File: config.mk
export PLATFORM = sky130hd
export DESIGN_NAME = irc_mac
export DESIGN_NICKNAME = d
export VERILOG_FILES = /design/src/rtl/irc_pkg.sv /design/src/rtl/irc_mac.sv
export SDC_FILE = /design/constraint.sdc
export NUM_CORES = 2
export LEC_CHECK = 0
export ABC_AREA = 1
export BUFFER_PORTS_ARGS = -buffer_cell sky130_fd_sc_hd__buf_2
export CORE_MARGIN = 3
export CORE_UTILIZATION = 50
export DETAILED_ROUTE_END_ITERATION = 10
export MAX_ROUTING_LAYER = met4
export PLACE_DENSITY = 0.78
export SYNTH_ARGS = -nofsm -noshare
export SYNTH_HDL_FRONTEND = slang
export SYNTH_SLANG_ARGS = --single-unit
File: constraint.sdc
create_clock -name clk -period 19.1 [get_ports clk]
set_input_delay 3.82 -clock clk [delete_from_list [all_inputs] [get_ports clk]]
set_output_delay 3.82 -clock clk [all_outputs]
set_load 0.02 [all_outputs]
File: src/rtl/irc_pkg.sv
package irc_pkg;

  // sizes
  localparam int MAX_TAPS    = 1024;
  localparam int SAMPLE_BITS = 24;
  localparam int FRAC_BITS   = SAMPLE_BITS - 1;
  localparam int ADDR_W      = $clog2(MAX_TAPS);
  localparam int COUNT_W     = ADDR_W + 1;
  localparam int PROD_W      = 2 * SAMPLE_BITS;
  localparam int ACC_W       = PROD_W + ADDR_W;

  // reset value of the tap count register
  localparam logic [COUNT_W-1:0] TAP_COUNT_RESET = COUNT_W'(MAX_TAPS);

  // half an output lsb, added before the shift
  localparam logic signed [ACC_W-1:0] ROUND_HALF =
    {{(ACC_W - FRAC_BITS){1'b0}}, 1'b1, {(FRAC_BITS - 1){1'b0}}};

  // item operations
  typedef enum logic [1:0] {
    OP_SAMPLE = 2'd0,
    OP_COEF   = 2'd1,
    OP_CLEAR  = 2'd2
  } op_t;

  // sequencer states
  typedef enum logic [1:0] {
    ST_IDLE,
    ST_RUN,
    ST_DRAIN
  } state_t;

  // control from the sequencer to the mac pipeline
  typedef struct packed {
    logic clear;
    logic issue;
    logic hist_zero;
  } mac_ctl_t;

endpackage

File: src/rtl/irc_mac.sv
module irc_mac (
  input  logic                                    clk,
  input  logic                                    rst,
  input  irc_pkg::mac_ctl_t                       ctl,
  input  logic signed [irc_pkg::SAMPLE_BITS-1:0]  coef,
  input  logic signed [irc_pkg::SAMPLE_BITS-1:0]  hist,
  output logic                                    busy,
  output logic signed [irc_pkg::SAMPLE_BITS-1:0]  result
);
  import irc_pkg::*;

  localparam int SHIFT_W = ACC_W - FRAC_BITS;

  logic                       s1_valid;
  logic                       s1_zero;
  logic                       s2_valid;
  logic signed [PROD_W-1:0]   prod;
  logic signed [ACC_W-1:0]    acc;
  logic signed [ACC_W-1:0]    rounded;
  logic signed [SHIFT_W-1:0]  shifted;

  // stage valids track the memory read and the product
  always_ff @(posedge clk) begin
    if (rst) begin
      s1_valid <= 1'b0;
      s2_valid <= 1'b0;
    end else begin
      s1_valid <= ctl.issue;
      s2_valid <= s1_valid;
    end
  end

  // multiply, taps beyond the history fill count read as zero
  always_ff @(posedge clk) begin
    s1_zero <= ctl.hist_zero;
    if (s1_zero) begin
      prod <= '0;
    end else begin
      prod <= coef * hist;
    end
  end

  // accumulate
  always_ff @(posedge clk) begin
    if (ctl.clear) begin
      acc <= '0;
    end else if (s2_valid) begin
      acc <= acc + ACC_W'(prod);
    end
  end

  assign busy = s1_valid | s2_valid;

  // round half up, drop fraction, saturate
  always_comb begin
    rounded = acc + ROUND_HALF;
    shifted = rounded[ACC_W-1:FRAC_BITS];
    if (!shifted[SHIFT_W-1] && (|shifted[SHIFT_W-2:SAMPLE_BITS-1])) begin
      result = {1'b0, {(SAMPLE_BITS - 1){1'b1}}};
    end else if (shifted[SHIFT_W-1] && !(&shifted[SHIFT_W-2:SAMPLE_BITS-1])) begin
      result = {1'b1, {(SAMPLE_BITS - 1){1'b0}}};
    end else begin
      result = shifted[SAMPLE_BITS-1:0];
    end
  end

endmodule

======== Word level (Yosys, flattened, before mapping) ========
Cells that the tools add are included.
operators by class
  equality and inequality tests ........... 0
  shift operators ......................... 0
  multipliers ............................. 1
  divide/modulo/power cells ............... 0
  reductions and logical operators ........ 6
  magnitude comparators ................... 0
  add/sub/neg operators ................... 2
  bitwise gates (word level) .............. 1
  mux-type cells .......................... 2
operator list
  operator                number
  $add 58x24->58 const B  1
  $add 58x48->58          1
  $mul 24x24->48          1
  $mux 24                 2
  $reduce_and 11->1       1
  $reduce_or 11->1        1
  $logic_and 1x1->1       2
  $logic_not 1->1         2
  $or 1x1->1              1
word-level totals
  memories ................................ 0
  bits in read-only memories .............. 0
  word-level logic and storage cells ...... 17
  output and inout bits ................... 25
  bits of input ports ..................... 53
  latch bits .............................. 0
  RAM bits ................................ 0
  flip-flop bits (word level) ............. 109

======== Depth between registers and ports, before layout ========
  depth in word-level cells ............... 6
  mapped depth ............................ 29
  depth with buffers taken out ............ 28

======== Worst setup path after synthesis ========
OpenSTA, ideal clock, no wires.
  path type ............................... input-to-reg
  start ................................... input coef[23] (netlist bit)
  end ..................................... register prod[43]
  required time ........................... 18,987 ps
  path buffers ............................ 1
  arrival ................................. 9,575 ps
  stages on the path ...................... 22
  slack ................................... 9,412 ps
  setup time .............................. 113 ps
  path through ............................ clkbuf_1 nand2_1 inv_1 fa_1 fa_1 fa_1 inv_1 fa_1 fa_1 fa_1 fa_1 inv_1 ha_1 nand2_1 nor2_1 inv_1 nor4_1 nand3_1 nand3_1 nand2_1 nand2_1 nor2_1
between the ends
  longest elaborated chain between the ends .. 1
ends and longest elaborated chain
  item                  line           RTL
  start, declared       irc_mac.sv:5   input logic signed [irc_pkg::SAMPLE_BITS-1:0] coef,
  $mul 24x24->48        irc_mac.sv:39  prod <= coef * hist;
  end signal, assigned  irc_mac.sv:39
  end, declared         irc_mac.sv:17  logic signed [PROD_W-1:0] prod;
No other way between the ends.
A chain may end at the register's enable or synchronous reset.

======== Worst setup path in the final report ========
  start ................................... input hist[0] (netlist bit)
  end ..................................... register prod[43]
between the ends
  longest elaborated chain between the ends .. 1
ends and longest elaborated chain
  item             line           RTL
  start, declared  irc_mac.sv:6   input logic signed [irc_pkg::SAMPLE_BITS-1:0] hist,
  $mul 24x24->48   irc_mac.sv:39
No other way between the ends.

==> impl_metrics.toml <==
[synth]
yosysMostFrequentCell = "nand2_1"
syn_inst = 4506
ys.flop_type = "dfxtp_1"
syn_area_per_cell_um2 = 7.01
yosysWarningCount = 0
synth-edff-count = 0
synth_top_cell_by_area = "fa_1"
synthTopCellsByArea = "fa_1 39%, nand2_1 15%, inv_1 15%"
async_flop_share_pct = 0
syn_area_mm2 = 0.0316
netlist_top_cells_count = "1242 x nand2_1, 1233 x inv_1, 608 x fa_1"
yosys.cell_types.count = 36
ys_ff_latch = 109
synth_nets = 5359
synth_top_area_share_pct = 38.5
yosysSeqAreaShare_pct = 6.91

[setup_path]
crit_required_ns = 19.37
critPathLaunchType = "input port"
cp_max_fo = 24
arrival_ns = 10.48
rrSetupSlack_ns = 16.24
worstSetupPathType = "input port to flop"
cp-end-kind = "flop"

[floorplanning]
initial_core_util_pct = 50.9
ios = 78
rows = 91
die_y_um = 257
die_x_um = 257
die_area_mm2 = 0.0662
core-area_mm2 = 0.0621

[place]
dpl.hpwl_mm = 75.4
port_buffers = 77
globalplace.congestion = 1.01

[clock_tree]
clock_sinks = 109
cts-buffers-inserted = 9
ctsHoldBuffers = 0
post_cts_buffers = 0
path_clk_slew_ns = 0.09
clock_latency_ns = 0.37
cts_tree = "done"
cts-resized-gates = 0
clock_path_buffers = 2
cts_root_buf = "clkbuf_16"
htreeDepth = 3

[timing]
tightest_slew_ns = 1.06
rsz0062_at_grt = "false"
drv_slew = 0
finalSetupTns_ns = 0
hold_viol_final = 0
setup_violations = 0
period_share_pct = 53.5
min_period_ns = 10.21
timing.fmax_mhz = 97.9
fin_worst_skew_ns = 0.0164
slew_headroom_pct = 29.4

[routing]
antenna_left = 0
firstDrtPassIters = 6
wirelength_mm = 90.2
viasPerCell = 5.22
drtIter0Drc = 2229
num_vias = 27700
wl_per_cell_um = 17.0
drc = 0

[global_routing]
grt_pass1_wl_mm = 148
grt_usage_pct = 28.7
gr-total-overflow = 0
grt_pass1_vias = 28900
grt_max_degree = 77
antenna_found_initial = 0

[outcome]
run_status = "finished clean"

[layout]
drive_above_1_share_pct = 2.68
area_delta_synth_final_pct = 3.92
fin_util_pct = 52.9
diodes = 0
fin_nets = 5327
nFillCells = 6057

[min_path]
hp-class = "flop to flop"

[job]
max_cap_viol_count = 0
## final timing paths
check,start,end,cells past startpoint
setup reg to reg,acc[0],acc[50],17
hold / removal,s1_valid,s2_valid,2
setup / recovery,hist[0],prod[43],22
hold reg to reg,s1_valid,s2_valid,2
## cells in the final DEF (no fill, tap or decap), types with 31 or more instances in the layout
master	synthesis	layout
nand2_1	1242	1242
inv_1	1233	1233
fa_1	608	608
nor2_1	371	371
ha_1	192	192
a21oi_1	170	170
nand3_1	119	119
o21ai_0	115	115
dfxtp_1	109	108
buf_2	0	77
xor2_1	46	46
o21bai_1	31	31
## state kept, by name, indices dropped and copies added (netlist names)
signal	flops
s2_valid	1
s1_zero	1
s1_valid	1
acc	58
prod	48
## worst max-delay path, stage by stage
cell and delay (ns):
buf_2 0.44, nand2_1 0.17, inv_1 0.16, fa_1 0.54, fa_1 0.66, fa_1 0.94, inv_1 0.15, fa_1 0.52
fa_1 0.57, fa_1 0.44, fa_1 0.49, inv_1 0.04, ha_1 0.35, nand2_1 0.11, nor2_1 0.15, inv_1 0.08
nor4_1 0.38, nand3_1 0.12, nand3_1 0.14, nand2_1 0.06, nand2_1 0.05, nor2_1 0.06
## through the flow
| stage | worst slack [ns] | hold slack [ns] | std cells | area, um^2 |
|---|---|---|---|---|
| 5_1_grt | 8.57 | 0.469 | 5315 | 32800 |
| 3_5_place_dp | 8.60 | 0.422 | 5300 | 32600 |
| 4_1_cts | 8.96 | 0.428 | 5315 | 32800 |
| 3_3_place_gp | 8.64 | 0.411 | 5300 | 32600 |
| 6_report | 8.89 | 0.425 | 5315 | 32800 |
| 2_1_floorplan | 9.41 | 0.410 | 4506 | 31600 |
## layout make-up
cell class	instances	area, um^2	share of cell area (%)
clock buffer	10	229	0.697
clock inverter	5	46.3	0.141
inverter	1235	4640	14.1
multi-input combinational	3039	24300	74.0
sequential	109	2180	6.65
tap	837	1050	3.19
timing repair buffer	80	408	1.24
## metal layers
layer	vias up	global-route usage, %	wire (um)
li1	13000	-	-
met1	13300	37.2	37500
met2	1222	47.0	42400
met3	240	3.71	7180
met4	0	9.29	3160
met5	-	-	0
## cell families after synthesis
group	count (synthesis)	share of synthesized area, %
AOI/OAI and AO/OA	358	6.26
xor gates and xnor gates	63	1.75
adders and majority gates	800	46.1
buffers and inverters	1358	16.2
DFF	109	6.91
and+or+nand+nor	1818	22.7
Power is left out: the tool's default activity adds up to more than one toggle a clock period on the data nets, which glitch-free logic cannot reach.
